--- config.mk ---
export PLATFORM = sky130hd
export DESIGN_NAME = incubator_heat_cool_regulator_top
export DESIGN_NICKNAME = d
export VERILOG_FILES = /design/src/ihcr_pkg.sv /design/src/incubator_heat_cool_regulator_top.sv /design/src/ihcr_front.sv /design/src/ihcr_queue.sv /design/src/ihcr_back.sv
export VERILOG_INCLUDE_DIRS = /design/src /design/src/src
export SDC_FILE = /design/constraint.sdc
export NUM_CORES = 1
export LEC_CHECK = 0
export BUFFER_PORTS_ARGS = -buffer_cell sky130_fd_sc_hd__buf_2
export CORE_ASPECT_RATIO = 0.6
export CORE_MARGIN = 2
export CORE_UTILIZATION = 43
export DETAILED_ROUTE_END_ITERATION = 10
export SLEW_MARGIN = 10
export SYNTH_ARGS = -nofsm -noshare
export SYNTH_HDL_FRONTEND = slang
export SYNTH_SLANG_ARGS = --single-unit
--- constraint.sdc ---
create_clock -name clk -period 8.1 [get_ports clk]
set_clock_uncertainty 0.1 [all_clocks]
set_input_delay 0.405 -clock clk [delete_from_list [all_inputs] [get_ports clk]]
set_output_delay 0.405 -clock clk [all_outputs]
set_load 0.02 [all_outputs]
--- src/incubator_heat_cool_regulator_top_defines.svh ---
// Assertion macros shared by the regulator modules.
`ifndef INCUBATOR_HEAT_COOL_REGULATOR_TOP_DEFINES_SVH
`define INCUBATOR_HEAT_COOL_REGULATOR_TOP_DEFINES_SVH

// Same-cycle implication, sampled on clk and quiet during rst.
`define IHCR_ASSERT_IMPL(name, ante, cons) \
  name: assert property (@(posedge clk) disable iff (rst) (ante) |-> (cons)) \
    else $error("ihcr check failed");

// Next-cycle implication, sampled on clk and quiet during rst.
`define IHCR_ASSERT_NEXT(name, ante, cons) \
  name: assert property (@(posedge clk) disable iff (rst) (ante) |=> (cons)) \
    else $error("ihcr check failed");

`endif

--- src/ihcr_pkg.sv ---
// Types, constants and helper functions of the incubator heat/cool regulator.
package ihcr_pkg;

  localparam int TEMP_W     = 12;
  localparam int DIFF_W     = TEMP_W + 1;
  localparam int CMP_W      = (DIFF_W + 1 > 14) ? DIFF_W + 1 : 14;
  localparam int LVL_W      = 8;
  localparam int ERR_W      = 12;
  localparam int SQ_W       = 2 * ERR_W;
  localparam int NUM_W      = SQ_W + LVL_W;
  localparam int MSQ_W      = 16;
  localparam int DEN_W      = MSQ_W + 7;
  localparam int BIT_CNT_W  = 3;
  localparam int CFG_IDX_W  = 3;
  localparam int CFG_DATA_W = TEMP_W;
  localparam int QDEPTH     = 2;
  localparam int QPTR_W     = 1;
  localparam int QCNT_W     = 2;

  localparam logic [CFG_IDX_W-1:0] REG_SET_TEMP       = 3'd0;
  localparam logic [CFG_IDX_W-1:0] REG_FULL_POWER_DEV = 3'd1;
  localparam logic [CFG_IDX_W-1:0] REG_DEAD_BAND      = 3'd2;
  localparam logic [CFG_IDX_W-1:0] REG_EGG_ON         = 3'd3;
  localparam logic [CFG_IDX_W-1:0] REG_EGG_OFF        = 3'd4;
  localparam logic [CFG_IDX_W-1:0] REG_MIN_PERCENT    = 3'd5;

  localparam logic [LVL_W-1:0] LVL_OFF  = 8'h00;
  localparam logic [LVL_W-1:0] LVL_FULL = 8'hFF;

  // Reciprocal of 100 scaled by 2^19, exact for the min_percent range.
  localparam logic [12:0] RECIP_100 = 13'd5243;

  typedef enum logic [1:0] {
    OP_ZERO,
    OP_FULL,
    OP_QUAD,
    OP_HOLD
  } op_t;

  typedef struct packed {
    logic                     func;
    logic signed [TEMP_W-1:0] air_temp;
    logic signed [TEMP_W-1:0] egg_temp;
  } in_item_t;

  typedef struct packed {
    logic [LVL_W-1:0] fan_power;
    logic [LVL_W-1:0] heater_power;
    logic             egg_overheat;
  } out_item_t;

  typedef struct packed {
    logic signed [TEMP_W-1:0] set_temp;
    logic [7:0]               full_power_dev;
    logic [7:0]               dead_band;
    logic [7:0]               egg_on;
    logic [7:0]               egg_off;
    logic [6:0]               min_percent;
  } cfg_t;

  typedef struct packed {
    op_t              fan_op;
    logic [ERR_W-1:0] fan_err;
    op_t              heat_op;
    logic [ERR_W-1:0] heat_err;
    logic             overheat;
  } cmd_t;

  // Sorts a signed error into the four zones of the drive law.
  function automatic op_t classify(input logic signed [CMP_W-1:0] x,
                                   input logic [7:0] m, input logic [7:0] db);
    logic signed [CMP_W-1:0] lim;
    op_t                     op;
    lim = $signed(CMP_W'({m, 3'b000}) + CMP_W'({m, 1'b0}));
    priority if (x[CMP_W-1] || x == '0) begin
      op = OP_ZERO;
    end else if (x >= lim) begin
      op = OP_FULL;
    end else if (x > $signed(CMP_W'(db))) begin
      op = OP_QUAD;
    end else begin
      op = OP_HOLD;
    end
    return op;
  endfunction

  // Lowest drive in the quadratic zone: floor(mp * 255 / 100), capped at full.
  function automatic logic [LVL_W-1:0] floor_level(input logic [6:0] mp);
    logic [14:0] prod;
    logic [27:0] scaled;
    logic [8:0]  q;
    prod   = {mp, 8'b0} - {8'b0, mp};
    scaled = 28'(prod) * 28'(RECIP_100);
    q      = scaled[27:19];
    return q[8] ? LVL_FULL : q[7:0];
  endfunction

endpackage

--- src/incubator_heat_cool_regulator_top.sv ---
// Each accepted request passes through the queue to the drive unit, which applies the fan and then
// the heater command; each drive in the quadratic zone also runs the shared square-and-divide unit.
// The drive unit starts a command only once the previous result has been taken, so it takes no new
// command before it is through with the last one. The front end fills a two-entry queue meanwhile.
// Synchronous active-high reset: latch and drive levels cleared, registers to their defaults.
// Configuration writes are taken in the cycle they are offered.
module incubator_heat_cool_regulator_top (
  input  logic                                clk,
  input  logic                                rst,
  input  logic                                in_valid,
  output logic                                in_ready,
  input  ihcr_pkg::in_item_t                  in_data,
  output logic                                out_valid,
  input  logic                                out_ready,
  output ihcr_pkg::out_item_t                 out_data,
  input  logic                                cfg_valid,
  output logic                                cfg_ready,
  input  logic [ihcr_pkg::CFG_IDX_W-1:0]      cfg_index,
  input  logic [ihcr_pkg::CFG_DATA_W-1:0]     cfg_data
);
  import ihcr_pkg::*;

  // Configuration registers. The user must change them only while the block is idle; the block
  // does not enforce this. The front end and the drive unit read them directly without shadowing.
  cfg_t cfg;

  // Command path from the classifier to the drive unit.
  logic push_valid;
  logic push_ready;
  cmd_t push_data;
  logic pop_valid;
  logic pop_ready;
  cmd_t pop_data;

  // Writes always complete in the cycle they are offered.
  assign cfg_ready = 1'b1;

  always_ff @(posedge clk) begin
    if (rst) begin
      cfg.set_temp       <= TEMP_W'(375);
      cfg.full_power_dev <= 8'd1;
      cfg.dead_band      <= 8'd1;
      cfg.egg_on         <= 8'd5;
      cfg.egg_off        <= 8'd2;
      cfg.min_percent    <= 7'd0;
    end else if (cfg_valid && cfg_ready) begin
      // Indexes past the last register are dropped.
      unique case (cfg_index)
        REG_SET_TEMP:       cfg.set_temp       <= $signed(cfg_data[TEMP_W-1:0]);
        REG_FULL_POWER_DEV: cfg.full_power_dev <= cfg_data[7:0];
        REG_DEAD_BAND:      cfg.dead_band      <= cfg_data[7:0];
        REG_EGG_ON:         cfg.egg_on         <= cfg_data[7:0];
        REG_EGG_OFF:        cfg.egg_off        <= cfg_data[7:0];
        REG_MIN_PERCENT:    cfg.min_percent    <= cfg_data[6:0];
        default: ;
      endcase
    end
  end

  // The front end decides the overheat latch and the zone of each drive in the
  // accepting cycle, so the latch is always current for the next request.
  ihcr_front u_front (
    .clk        (clk),
    .rst        (rst),
    .in_valid   (in_valid),
    .in_ready   (in_ready),
    .in_data    (in_data),
    .cfg        (cfg),
    .push_valid (push_valid),
    .push_ready (push_ready),
    .push_data  (push_data)
  );

  ihcr_queue u_queue (
    .clk        (clk),
    .rst        (rst),
    .push_valid (push_valid),
    .push_ready (push_ready),
    .push_data  (push_data),
    .pop_valid  (pop_valid),
    .pop_ready  (pop_ready),
    .pop_data   (pop_data)
  );

  // The drive unit owns the held fan and heater levels and the output register.
  ihcr_back u_back (
    .clk       (clk),
    .rst       (rst),
    .cmd_valid (pop_valid),
    .cmd_ready (pop_ready),
    .cmd_data  (pop_data),
    .cfg       (cfg),
    .out_valid (out_valid),
    .out_ready (out_ready),
    .out_data  (out_data)
  );

endmodule

--- src/ihcr_front.sv ---
// Front end: accepts samples, runs the overheat latch and classifies both drives.
module ihcr_front (
  input  logic               clk,
  input  logic               rst,
  input  logic               in_valid,
  output logic               in_ready,
  input  ihcr_pkg::in_item_t in_data,
  input  ihcr_pkg::cfg_t     cfg,
  output logic               push_valid,
  input  logic               push_ready,
  output ihcr_pkg::cmd_t     push_data
);
  import ihcr_pkg::*;

  logic                    latch;
  logic                    latch_next;
  logic signed [CMP_W-1:0] air_x;
  logic signed [CMP_W-1:0] egg_x;
  logic signed [CMP_W-1:0] set_x;
  logic signed [CMP_W-1:0] a;
  logic signed [CMP_W-1:0] e;
  logic signed [CMP_W-1:0] d;
  logic signed [CMP_W-1:0] egg_on_x;
  logic signed [CMP_W-1:0] egg_off_x;
  logic                    latch_kept;

  assign in_ready   = push_ready;
  assign push_valid = in_valid;

  always_comb begin
    air_x     = {{(CMP_W-TEMP_W){in_data.air_temp[TEMP_W-1]}}, in_data.air_temp};
    egg_x     = {{(CMP_W-TEMP_W){in_data.egg_temp[TEMP_W-1]}}, in_data.egg_temp};
    set_x     = {{(CMP_W-TEMP_W){cfg.set_temp[TEMP_W-1]}}, cfg.set_temp};
    a         = air_x - set_x;
    e         = egg_x - set_x;
    d         = set_x - air_x;
    egg_on_x  = $signed(CMP_W'(cfg.egg_on));
    egg_off_x = $signed(CMP_W'(cfg.egg_off));

    latch_kept = latch && !(e < egg_off_x);
    push_data.fan_err  = a[ERR_W-1:0];
    push_data.heat_err = d[ERR_W-1:0];

    if (in_data.func) begin
      latch_next        = latch;
      push_data.fan_op  = OP_ZERO;
      push_data.heat_op = OP_ZERO;
    end else begin
      if (e > egg_on_x || latch_kept) begin
        latch_next       = 1'b1;
        push_data.fan_op = OP_FULL;
      end else begin
        latch_next       = 1'b0;
        push_data.fan_op = classify(a, cfg.full_power_dev, cfg.dead_band);
      end
      // The heater stays off while the egg runs warmer than the release limit.
      if (e > egg_off_x) begin
        push_data.heat_op = OP_ZERO;
      end else begin
        push_data.heat_op = classify(d, cfg.full_power_dev, cfg.dead_band);
      end
    end
    push_data.overheat = latch_next;
  end

  always_ff @(posedge clk) begin
    if (rst) begin
      latch <= 1'b0;
    end else if (in_valid && push_ready) begin
      latch <= latch_next;
    end
  end

endmodule

--- src/ihcr_queue.sv ---
// Two-entry command queue between the front end and the drive unit.
`include "incubator_heat_cool_regulator_top_defines.svh"

module ihcr_queue (
  input  logic           clk,
  input  logic           rst,
  input  logic           push_valid,
  output logic           push_ready,
  input  ihcr_pkg::cmd_t push_data,
  output logic           pop_valid,
  input  logic           pop_ready,
  output ihcr_pkg::cmd_t pop_data
);
  import ihcr_pkg::*;

  cmd_t              entries [QDEPTH];
  logic [QPTR_W-1:0] wr_ptr;
  logic [QPTR_W-1:0] rd_ptr;
  logic [QCNT_W-1:0] count;
  logic              push;
  logic              pop;

  assign push_ready = count < QCNT_W'(QDEPTH);
  assign pop_valid  = count != '0;
  assign pop_data   = entries[rd_ptr];
  assign push       = push_valid && push_ready;
  assign pop        = pop_valid && pop_ready;

  always_ff @(posedge clk) begin
    if (rst) begin
      wr_ptr <= '0;
      rd_ptr <= '0;
      count  <= '0;
    end else begin
      if (push) begin
        wr_ptr <= wr_ptr + 1'b1;
      end
      if (pop) begin
        rd_ptr <= rd_ptr + 1'b1;
      end
      if (push && !pop) begin
        count <= count + 1'b1;
      end else if (pop && !push) begin
        count <= count - 1'b1;
      end
    end
  end

  always_ff @(posedge clk) begin
    if (push) begin
      entries[wr_ptr] <= push_data;
    end
  end

  `IHCR_ASSERT_IMPL(q_count_bound, 1'b1, count <= QCNT_W'(QDEPTH))
  `IHCR_ASSERT_NEXT(q_fill_step, push && !pop, count == $past(count) + 1'b1)
  `IHCR_ASSERT_NEXT(q_drain_step, pop && !push, count == $past(count) - 1'b1)

endmodule

--- src/ihcr_back.sv ---
// Drive unit: applies each command to the held levels through a shared square-and-divide path.
`include "incubator_heat_cool_regulator_top_defines.svh"

module ihcr_back (
  input  logic                clk,
  input  logic                rst,
  input  logic                cmd_valid,
  output logic                cmd_ready,
  input  ihcr_pkg::cmd_t      cmd_data,
  input  ihcr_pkg::cfg_t      cfg,
  output logic                out_valid,
  input  logic                out_ready,
  output ihcr_pkg::out_item_t out_data
);
  import ihcr_pkg::*;

  localparam logic [2:0] ST_IDLE  = 3'd0;
  localparam logic [2:0] ST_APPLY = 3'd1;
  localparam logic [2:0] ST_SCALE = 3'd2;
  localparam logic [2:0] ST_DIV   = 3'd3;
  localparam logic [2:0] ST_WRITE = 3'd4;
  localparam logic [2:0] ST_DONE  = 3'd5;

  logic [2:0]           state;
  logic                 sel;
  cmd_t                 work;
  logic [LVL_W-1:0]     fan_level;
  logic [LVL_W-1:0]     heater_level;
  logic [SQ_W-1:0]      sq;
  logic [MSQ_W-1:0]     msq;
  logic [NUM_W-1:0]     rem;
  logic [DEN_W-1:0]     den;
  logic [LVL_W-1:0]     quot;
  logic [BIT_CNT_W-1:0] bit_cnt;
  logic [LVL_W-1:0]     floor_q;

  op_t              cur_op;
  logic [ERR_W-1:0] cur_err;
  logic [LVL_W-1:0] cur_level;
  logic [LVL_W-1:0] direct_level;
  logic [LVL_W-1:0] quad_level;
  logic [NUM_W-1:0] shifted;

  assign cmd_ready = (state == ST_IDLE) && !out_valid;

  always_comb begin
    cur_op     = sel ? work.heat_op : work.fan_op;
    cur_err    = sel ? work.heat_err : work.fan_err;
    cur_level  = sel ? heater_level : fan_level;
    shifted    = NUM_W'(den) << bit_cnt;
    quad_level = (quot < floor_q) ? floor_q : quot;
    unique case (cur_op)
      OP_ZERO: direct_level = LVL_OFF;
      OP_FULL: direct_level = LVL_FULL;
      default: direct_level = cur_level;
    endcase
  end

  always_ff @(posedge clk) begin
    if (rst) begin
      state        <= ST_IDLE;
      sel          <= 1'b0;
      fan_level    <= LVL_OFF;
      heater_level <= LVL_OFF;
      out_valid    <= 1'b0;
    end else begin
      if (out_valid && out_ready) begin
        out_valid <= 1'b0;
      end
      unique case (state)
        ST_IDLE: begin
          if (cmd_valid && cmd_ready) begin
            work  <= cmd_data;
            sel   <= 1'b0;
            state <= ST_APPLY;
          end
        end
        ST_APPLY: begin
          if (cur_op == OP_QUAD) begin
            sq      <= SQ_W'(cur_err) * SQ_W'(cur_err);
            msq     <= MSQ_W'(cfg.full_power_dev) * MSQ_W'(cfg.full_power_dev);
            floor_q <= floor_level(cfg.min_percent);
            state   <= ST_SCALE;
          end else begin
            if (sel) begin
              heater_level <= direct_level;
              state        <= ST_DONE;
            end else begin
              fan_level <= direct_level;
              sel       <= 1'b1;
            end
          end
        end
        ST_SCALE: begin
          // Numerator err^2 * 255, denominator M^2 * 100.
          rem     <= {sq, 8'b0} - {8'b0, sq};
          den     <= DEN_W'({msq, 6'b0}) + DEN_W'({msq, 5'b0}) + DEN_W'({msq, 2'b0});
          quot    <= '0;
          bit_cnt <= '1;
          state   <= ST_DIV;
        end
        ST_DIV: begin
          if (rem >= shifted) begin
            rem           <= rem - shifted;
            quot[bit_cnt] <= 1'b1;
          end
          if (bit_cnt == '0) begin
            state <= ST_WRITE;
          end else begin
            bit_cnt <= bit_cnt - 1'b1;
          end
        end
        ST_WRITE: begin
          if (sel) begin
            heater_level <= quad_level;
            state        <= ST_DONE;
          end else begin
            fan_level <= quad_level;
            sel       <= 1'b1;
            state     <= ST_APPLY;
          end
        end
        ST_DONE: begin
          out_valid             <= 1'b1;
          out_data.fan_power    <= fan_level;
          out_data.heater_power <= heater_level;
          out_data.egg_overheat <= work.overheat;
          state                 <= ST_IDLE;
        end
        default: begin
          state <= ST_IDLE;
        end
      endcase
    end
  end

  `IHCR_ASSERT_IMPL(bk_done_slot_free, state == ST_DONE, !out_valid)
  `IHCR_ASSERT_IMPL(bk_div_remainder, state == ST_WRITE, rem < NUM_W'(den))
  `IHCR_ASSERT_NEXT(bk_quad_entry, (state == ST_APPLY) && (cur_op == OP_QUAD), state == ST_SCALE)

endmodule
==> metrics list, run 1 <==
- Largest net degree at the start of global routing: 73
* Classification of the worst setup path: reg2reg
* Area of the core: approximately 61000 sq um
- Timing analysis after detailed placement gives a worst setup slack of between 700 and 800 ps.
* Worst slew pin tran: 1130 ps
* Routed length per placed instance: between 15 and 20 um
- Wire length after detailed routing: 66.7 mm
- Cell seen most often among critical-path stages: inv_1
- Based on the critical path, the design can be clocked at up to 0.134 GHz.
* Highest-delay cell along the critical path: xnor2_1
- The detail route stage leaves a number of antenna-violating nets equal to 0.
- Number of global-route vias before repair: 19700
- In the finished design, the share of the clock period the worst path needs comes to 0.919.
- Most frequently used cell type in the post-synthesis netlist: inv_1
- In this run, distinct cell masters in the synthesized netlist total 83.
* Drt first pass iters: 5
- Clock tree from TritonCTS: yes
- The tool flagged a number of max-cap violations equal to 0.
* Worst Hold Margin: between 60 and 70 ps
* Arr. time, crit path: approximately 7700 ps
* Crit path time final: ~7400 ps
* Startpoint type of the worst setup path: flip-flop
- Category of cells accounting for the largest share of critical-path delay: adder cells
* Most frequent cells after synthesis: inv_1 (425), ha_1 (360), nor2_1 (236), edfxtp_1 (208), nand2_1 (205)
- Setup ws final: approximately 650 ps
- Width of the die: around 330 um
- Busiest layer in global routing: met1
- Total overflow reported by the global router: 0
- Number of placed I/O pins: 65
* Normalized max-slew margin: 0.248
- In this run the core area contains 70 standard-cell rows.
- Largest cells by area after synthesis: edfxtp_1 (23%), ha_1 (17%), fa_1 (14%), inv_1 (5.9%), dfxtp_1 (5.7%)
- Final setup viols: 0
* DIE AREA: between 60000 and 70000 sq um
* Syn Inst Count: 2800
- Combined global-route utilization of all metal layers: 0.210
- Class of the worst hold path: in2reg
- Share of cells above drive strength 1: 0.0739
- Post-CTS setup buffers: 0
- Counting flops with a built-in enable in the synthesized netlist gives between 200 and 250.
* # port buffers: 63
- Layout net count: 3437
- Measured along the y axis, the die boundary spans ~200 um.
* Crit path max fanout: 10
- Final slew viol count: 0
- Detail Placement HPWL: about 54 mm
- For the worst setup path, the data required time is ~8300 ps.
* Cell taking the most area after synthesis: edfxtp_1
- Starting density of the core: 0.438
* Hold Vio Cnt, Final: 0
- Global Route met3 Usage: 0.0404
* Total Neg Setup Slack: 0 ps
* Total clock buffers created by CTS: 30
- The worst setup path is captured at a flip-flop.
- Drt first-iter violations: 1500
- Ys flop type: edfxtp_1
- The number of antenna violations at the first check in global routing is 0.
* Yosys warnings: 0
- Avg Synthesized Cell Area: around 9.6 sq um
- After detailed routing, the number of remaining DRC violations is 0.
- Clock Path Buffers: 3
* Post-synth top area share: 0.232
- The flow ran to the end, and the final reports show no timing, DRC or antenna violations.
- Later-pin clock latency in the skew report: slightly below 600 ps
* Asr flop ratio synth: 0
* CP peak stage delay: ~660 ps
- Met2 track demand over resource: 0.293
- CTS H-Tree Depth: 1
- Synth-to-Final Area Change: 8.47%
* Number of nets produced by synthesis: between 3000 and 4000
- For this run, global-route usage on met1 was measured as 0.338.
- Synthesized cell area: 26900 sq um
* Number of clock sinks: 285
- Routed via count divided by cell count: 5.37
- The synthesized design contains roughly 290 register bits.
- For this block, the via count after detailed routing is just under 20000.
- Clk root buf: clkbuf_16
* Sequential area share after synthesis: 0.290
- Setup repair after global routing left no endpoint under its margin.
- At the end of routability-driven placement, the weighted congestion stood at about 0.96.
* Count of buffering cells on the critical path with inverters included: 6
* Global-route wire length before repair: roughly 110 mm
* ANT cells: 0
- Clock-pin slew of the registers on the worst-case setup and hold paths: roughly 70 ps
path summary, 6_finish.rpt:
path	startpoint	endpoint	slack (ps)	depth (start not counted)
setup / recovery	cfg[0]	u_back.floor_q[1]	650	26
hold / removal	cfg_data[1]	cfg[16]	70	3
setup reg to reg	cfg[0]	u_back.floor_q[1]	650	26
hold reg to reg	u_back.work[0]	u_back.out_data[0]	350	0
layer usage:
metal  vias up  wire [um]  share of wire
met3        43       4900          0.073
met2       558      25700           0.39
li1       9674          -              -
met5         -          0              0
met4         0        643         0.0096
met1      9593      35400           0.53
repair_timing:
item,in CTS,in global routing
endpoints found under the hold margin,4,0
hold buffers,4,0
gates resized for setup,0,0
metrics by stage:
stage	instance area, sq um	std cells	utilization
4_1_cts	29200	3698	0.475
3_5_place_dp	28100	3638	0.458
3_3_place_gp	28100	3638	0.458
2_1_floorplan	26900	2800	-
6_report	29200	3698	0.475
5_1_grt	29200	3698	0.475
registers in the layout, summed over array words and instances (netlist names), 2 cells and up:
signal and count:
u_back.out_data 17, u_queue.entries 56, u_back.quot 8, u_back.bit_cnt 3
u_back.msq 15, u_back.sq 23, u_back.fan_level 8, u_back.den 20
cfg 51, u_back.rem 30, u_queue.count 2, u_back.heater_level 8
u_back.work 28, u_back.state 3, u_back.floor_q 8
cells by family (layout without fill, tap and decap cells):
| kind of cell | after synthesis | after routing | synth area share |
|---|---|---|---|
| AND/OR/NAND/NOR | 716 | 716 | 0.124 |
| adder cells (fa/ha/maj) | 546 | 546 | 0.306 |
| AO/OA/AOI/OAI | 515 | 515 | 0.127 |
| buffers and inverters | 501 | 571 | 0.0701 |
| flip-flops | 285 | 285 | 0.290 |
| XOR/XNOR | 149 | 149 | 0.0485 |
| multiplexers | 87 | 87 | 0.0354 |
| other | 1 | 1 | 0.000139 |
cells in the final DEF, fill, tap and decap left out, types with 77 or more instances in the layout:
| cell type | Yosys | final |
|---|---|---|
| a21oi_1 | 174 | 173 |
| dfxtp_1 | 77 | 77 |
| edfxtp_1 | 208 | 208 |
| fa_1 | 186 | 186 |
| ha_1 | 360 | 360 |
| inv_1 | 425 | 425 |
| nand2_1 | 205 | 205 |
| nor2_1 | 236 | 234 |
| o21ai_0 | 83 | 83 |
| xnor2_1 | 104 | 104 |
cell type report:
cell class | instances | area (sq um)
Fill cell | 5697 | 32200
Multi-Input combinational cell | 2014 | 17200
Sequential cell | 285 | 7790
Inverter | 427 | 1600
Tap cell | 828 | 1040
Clock buffer | 39 | 847
Timing Repair Buffer | 88 | 515
Clock inverter | 17 | 139
worst reg2reg max path, stage by stage (launching register included):
cell,delay [ps]
dfxtp_1,570
nor2_1,140
nand2_1,130
or3_1,120
nor2_1,40
buf_4,180
inv_1,120
nand2_1,100
xnor2_1,660
inv_1,130
fa_1,520
inv_1,50
ha_1,310
fa_1,510
fa_1,570
inv_1,60
fa_1,520
inv_1,40
ha_1,280
and4_1,200
o221ai_1,130
o211ai_1,320
a21oi_1,120
o311ai_0,540
a21oi_1,170
xnor2_1,230
or2_2,340
Power of run 1 is left out: the tool's default activity adds up to more than one toggle a clock period on the data nets, which glitch-free logic cannot reach.
==> run 2: changes to the inputs <==
Settings changed: ABC_AREA set to 1.
==> run 2 against run 1 <==
Critical path depth down 3. Die area rose by 7.1%. Fmax grew 7.2%. Hold slack lost 35 ps. Register-to-register slack better by 500 ps. Design area up 6.7%. Utilization decreased by 0.50 points. Clock-buffer cell count is 2 lower.
==> metrics list, run 2 <==
- Of the available clock period, the critical path in the final layout requires 0.858.
* End of the worst register-to-register path: u_back.floor_q[2]
- The number of slew-limit violations in the final report was 0.
- Total clock buffers created by CTS: 29
- Synthesized cell area: approximately 29000 sq um
* Number of nets produced by synthesis: roughly 4200
- DIE AREA: around 69000 sq um
- Asr flop ratio synth: 0
* R2r worst-path depth: 23
* Number of vias in the routed layout: around 23000
- Count of unique library cells instantiated by Yosys: between 60 and 70
* Layout net count: about 4300
* Cell taking the most area after synthesis: edfxtp_1
* Critical Path End Type: flip-flop
- Among all cell types in the netlist, the one instantiated most often is nand2_1.
* Post-cts resize count: 0
- Launch point of the worst reg-to-reg path: cfg[0]
- Highest-delay cell along the critical path: xor2_1
- CTS H-Tree Depth: 1
* Achievable Freq: 0.144 GHz
- Sequential area share after synthesis: 0.270
- In this run the worst hold path is classified as in2reg.
- The number of global-route vias before repair was 22600.
* Cell seen most often among critical-path stages: inv_1
* Clk root buf: clkbuf_16
- Traced cell by cell, the critical path runs through inv_1, ha_1, inv_1, nor2_2, nand2_2, nand2_2, nor2_1, xor2_1, inv_1, fa_1, ha_1, fa_1, inv_1, fa_1, inv_1, fa_1, ha_1, a21oi_1, o21ai_0, o211ai_1, nand4_1, nand2_1, nand2_1.
- For this run, the total global-route usage over all layers was measured as 0.229.
- For this design, the sink count on the clock tree is between 200 and 300.
* Total Neg Setup Slack: 0 ps
- Most common cell after layout, fill and taps aside: nand2_1
* Post-detailed-route count of antenna-violating nets: 0
* CP peak stage delay: around 750 ps
* Register ranked first by flip-flop count: u_queue.entries
- Die height: slightly above 200 um
- The count of endpoints failing hold in the final timing report came to 0.
- The startpoint identified for the worst hold timing path is cfg_data[0].
- between 60 and 70 I/O pins were placed.
- Largest cells by area after synthesis: edfxtp_1 (22%), ha_1 (16%), fa_1 (13%), nand2_1 (11%), inv_1 (8.9%)
- Number of enable flip-flop cells after synthesis: between 200 and 250
- Startpoint type of the worst setup path: flip-flop
* Antenna violations before repair: 0
- Summed over all layers, the routed wires come to 77.0 mm.
- Global-route wire length before repair: about 130 mm
- The share of synthesized area in the top cell type comes to 0.217.
* Synth-to-Final Area Change: 8.01%
- Headroom to the max-slew limit came out at 0.252.
- On the final layout, the worst hold slack is ~32 ps.
* Number of design rule violations left after detail routing: 0
- Setup repair after global routing left no endpoint under its margin.
- Final std cell area, no fill: between 30000 and 40000 sq um
* Required time worst endpoint: between 8000 and 9000 ps
* Most frequent cells after synthesis: nand2_1 (809), inv_1 (685), ha_1 (360), nor2_1 (271), a21oi_1 (234)
- Layout filler cell count: 6646
* ANT cells: 0
* Drt first-iter violations: slightly above 2000
* Registers with the most flip-flops: u_queue.entries x56, cfg x51, u_back.rem x30
* Total overflow reported by the global router: 0
- Flop and latch count out of synthesis: 285
- Flip-flop count of the largest register, all copies and words added: 56
- In this run the worst path has a maximum fanout of 9.
- The count of buffers added on input and output ports is 63.
- Routed length per placed instance: around 17 um
* Clock Path Buffers: 3
- Yosys warnings: 0
- TritonCTS built the clock tree.
- Drt first pass iters: 5
* Post-CTS setup buffers: 0
- Number of rows in the core area: between 70 and 80
- Run status: complete, no violations
- Worst R2R Setup Slack: between 1000 and 1500 ps
* Placer congestion estimate: about 0.98
- Clock-pin slew was measured on the worst setup and hold paths at roughly 70 ps.
- Largest net degree at the start of global routing: 56
- For the pin with the worst max-slew slack, the measured transition is roughly 1100 ps.
- Dividing the synthesized area by the synthesized cell count gives 7.91 sq um.
- Max-capacitance violation count: 0
- The core region is approximately 66000 sq um.
- The die is approximately 340 um wide.
* Later-pin clock latency in the skew report: 600 ps
- Post-Place Cell Area: ~30000 sq um
- Routed via count divided by cell count: slightly above 5
* Share of cells above drive strength 1: 0.0533
* # hold bufs at CTS: 6
* Most frequent cells in the layout: nand2_1 (809), inv_1 (685), ha_1 (360)
- Setup violations remaining at the end of the flow were counted as 0.
- Detail Placement HPWL: 63.7 mm
* Classification of the worst setup path: reg2reg
- Arr. time, crit path: 7160 ps
- In the synthesized netlist the dominant register cell turns out to be edfxtp_1.
* Syn Inst Count: ~3600
* Number of instances on the worst hold path: 3
- For this configuration, the core starts out at a cell density of 0.435.
- Hold Path Sink: cfg[15]
- Subtracting the final worst setup slack from the clock period gives around 6900 ps.
## run 2: cell types whose count changed in the layout (fill, tap and decap cells not counted), moves of 34 or more
cell     change
mux2i_1     -39
mux2_2      -43
nor2b_1     -35
a21oi_1     +61
nand3_1    +122
o21ai_0    +133
inv_1      +260
nand2_1    +604
xnor2_1     -73
and2_1      -34
## run 2: cells by family after synthesis
| family | count (synthesis) | synth area share |
|---|---|---|
| XOR/XNOR | 107 | 0.0334 |
| flip-flops | 285 | 0.270 |
| AND/OR/NAND/NOR | 1350 | 0.195 |
| adder cells (fa/ha/maj) | 546 | 0.285 |
| multiplexers | 4 | 0.00187 |
| AO/OA/AOI/OAI | 583 | 0.112 |
| other | 1 | 0.000130 |
| buffers and inverters | 770 | 0.102 |
## run 2: critical path, delay by kind of cell (launching register included)
family | cells | cell delay (ps)
AO/OA/AOI/OAI | 3 | 670
XOR/XNOR | 1 | 750
adder cells (fa/ha/maj) | 7 | 2960
buffers and inverters | 5 | 740
flip-flops | 1 | 610
AND/OR/NAND/NOR | 7 | 830
## run 2: worst max path at each step
stage	slack (ps)	cells past startpoint	from	endpoint
finish	1150	23	cfg[0]	u_back.floor_q[2]
global route	700	24	cfg[0]	u_back.floor_q[2]
CTS	1260	23	cfg[0]	u_back.floor_q[7]
detailed placement	1300	23	cfg[0]	u_back.floor_q[7]
global placement	1480	23	cfg[0]	u_back.floor_q[3]
floorplan	2270	24	cfg[0]	u_back.floor_q[3]
## run 2: cell type report
type	count	area, sq um	share of cell area
Inverter	697	2620	0.0841
Timing Repair Buffer	88	518	0.0166
Clock buffer	37	786	0.0252
Multi-Input combinational cell	2591	18100	0.582
Sequential cell	285	7790	0.250
Tap cell	900	1130	0.0362
Clock inverter	17	184	0.00591
## run 2: per-layer routing
metal  wire [um]  GRT usage
met1       42600      0.379
met2       26500      0.295
met3        7000     0.0563
met4         862     0.0297
met5           0          0
## run 2: stage by stage
stage / cells / utilization / worst slack, ps
after global placement: 4555 / 0.455 / 1480
after floorplan: 3646 / - / 2270
final: 4615 / 0.470 / 1150
after detailed placement: 4555 / 0.455 / 1300
after global routing: 4615 / 0.470 / 700
after CTS: 4615 / 0.470 / 1260
Power of run 2 is left out for the same reason.
==> run 3: changes to the inputs <==
Settings changed: GPL_TIMING_DRIVEN set to 0.
==> run 3 against run 2 <==
Utilization up 0.52 points. Global-route usage up 0.12 points. Sequential share of layout area down 0.28 points.
==> metrics list, run 3 (synthesis results as in run 2) <==
- Run status: complete, no violations
* Clk root buf: clkbuf_16
- Class of the worst hold path: in2reg
- The tree built by TritonCTS fans out to between 200 and 300 sinks.
- # port buffers: 63
- After the last flow step, the layout net total stands at approximately 4300.
- Number of design rule violations left after detail routing: 0
- The core region is about 66000 sq um.
- In this run the critical register-to-register path is launched from cfg[0].
- In the global route stage, overall resource usage came out at 0.230.
- Worst slew pin tran: 942 ps
* Detail Placement HPWL: ~65 mm
- R2r worst-path depth: 24
- The largest registers in the layout are u_queue.entries x56, cfg x51, u_back.rem x30.
* Worst R2R Setup Slack: just over 1000 ps
- Placer congestion estimate: 0.971
- Period utilization: 0.873
- In this run the critical register-to-register path is captured at u_back.floor_q[7].
- The worst setup path is launched from a flip-flop.
- TritonCTS built the clock tree.
- Crit path time final: roughly 7100 ps
* Width of the die: about 340 um
- Synth-to-Final Area Change: 9.22%
- Tracing the worst setup path back leads to its startpoint at cfg[0].
- Achievable Freq: ~0.14 GHz
- Classification of the worst setup path: reg2reg
- Number of global-route vias before repair: between 20000 and 25000
- The routed layout has 23900 vias.
- Measured on the finished design, the core utilization comes to 0.475.
- For this configuration, the core starts out at a cell density of 0.435.
* Post-detailed-route count of antenna-violating nets: 0
- Crit path max fanout: 8
- The die covers 69200 sq um.
- Hold Vio Cnt, Final: 0
- Arr. time, crit path: approximately 7300 ps
- After floorplanning, the core was divided into 73 placement rows.
* # hold bufs at CTS: 10
- In this run the worst setup path terminates at u_back.floor_q[7].
* Number of placed I/O pins: 65
- Most common cell after layout, fill and taps aside: nand2_1
* Antenna violations before repair: 1
* Routed via count divided by cell count: 5.10
- The worst hold path was traced through 4 stages.
- Required time worst endpoint: between 8000 and 9000 ps
* Global-route wire length before repair: around 130 mm
* Later-pin clock latency in the skew report: 650 ps
- Total clock buffers created by CTS: 30
* Critical Path End Type: flip-flop
- Drt first-iter violations: 2108
- Normalized max-slew margin: 0.368
- Entering global routing, the biggest net connects 29 pins.
- Of the cells placed in the final design, the portion with a size suffix greater than 1 is 0.0537.
- Setup repair after global routing left no endpoint under its margin.
- The number of slew-limit violations in the final report came to 0.
* Post-CTS setup buffers: 0
- For the final routed database, the setup TNS stands at 0 ps.
- Global routing finished with a remaining overflow of 0.
- Die height: roughly 200 um
- Flip-flop count of the largest register, all copies and words added: 56
* Final setup viols: 0
* Post-cts resize count: 0
- Counting along the longest clock path gives a buffer depth of 3.
* CTS H-Tree Depth: 1
* Most frequent cells in the layout: nand2_1 (809), inv_1 (685), ha_1 (360)
- Wire length after detailed routing: approximately 78 mm
- After clock tree synthesis, the clock-pin slew on the worst setup and hold paths is 60 ps.
- The number of antenna diodes in the final layout is 0.
- Routed length per placed instance: between 15 and 20 um
- The register with the most flip-flops in the final layout is u_queue.entries.
- Drt first pass iters: 6
- Max-capacitance violation count: 0
[run 3: cell types whose count changed in the layout (fill, tap and decap cells not counted), moves of 3 or more]
cell,previous run,this run
buf_1,0,3
buf_4,19,4
clkbuf_1,5,56
dlygate4sd3_1,6,10
buf_8,0,3
nor2_4,6,9
buf_2,63,78
[run 3: cell type report]
cell class	count	area, sq um
plain buffers	73	334
clock buffers	39	795
clock inverters	17	173
fillers	6562	34700
inverters	697	2620
multi-input cells	2591	18100
flip-flops and latches	285	7790
well taps	900	1130
repair buffers	78	520
[run 3: metal layers]
| metal | vias to the layer above | wire length, um | track usage |
|---|---|---|---|
| li1 | 12000 | - | - |
| met4 | 0 | 778 | 0.0250 |
| met1 | 11100 | 42700 | 0.384 |
| met2 | 765 | 27000 | 0.299 |
| met3 | 50 | 7520 | 0.0520 |
| met5 | - | 0 | 0 |
[run 3: worst min-delay path by stage]
stage | startpoint | end | slack, ps
6_report | cfg_index[0] | cfg[23] | 40
5_1_grt | cfg_data[3] | cfg[3] | 20
4_1_cts | cfg_index[0] | cfg[23] | 0.4
3_5_place_dp | u_back.work[0] | u_back.out_data[0] | 310
3_3_place_gp | u_back.work[0] | u_back.out_data[0] | 300
2_1_floorplan | u_back.work[0] | u_back.out_data[0] | 300
[run 3: stage by stage]
stage	hold slack, ps	instance area (sq um)	instances	worst slack (ps)
6_report	35.1	31500	4680	1030
5_1_grt	17.3	31500	4680	366
4_1_cts	0.412	31500	4680	934
3_5_place_dp	314	30400	4614	1000
3_3_place_gp	302	30300	4609	1000
2_1_floorplan	300	28800	3646	2270
[run 3: critical path: stages, from the launching register on]
cell and delay [ps]:
dfxtp_1 450, buf_2 260, inv_1 180, ha_1 280, inv_1 90, nor2_2 50
nand2_2 90, nand2_2 80, nor2_1 120, xor2_1 720, inv_1 360, fa_1 510
ha_1 310, fa_1 480, inv_1 50, fa_1 520, inv_1 50, fa_1 470
ha_1 380, a21oi_1 200, o21ai_0 180, o211ai_1 310, nand4_1 130, nand2_1 260
nand2_1 130
Power of run 3 is left out for the same reason.
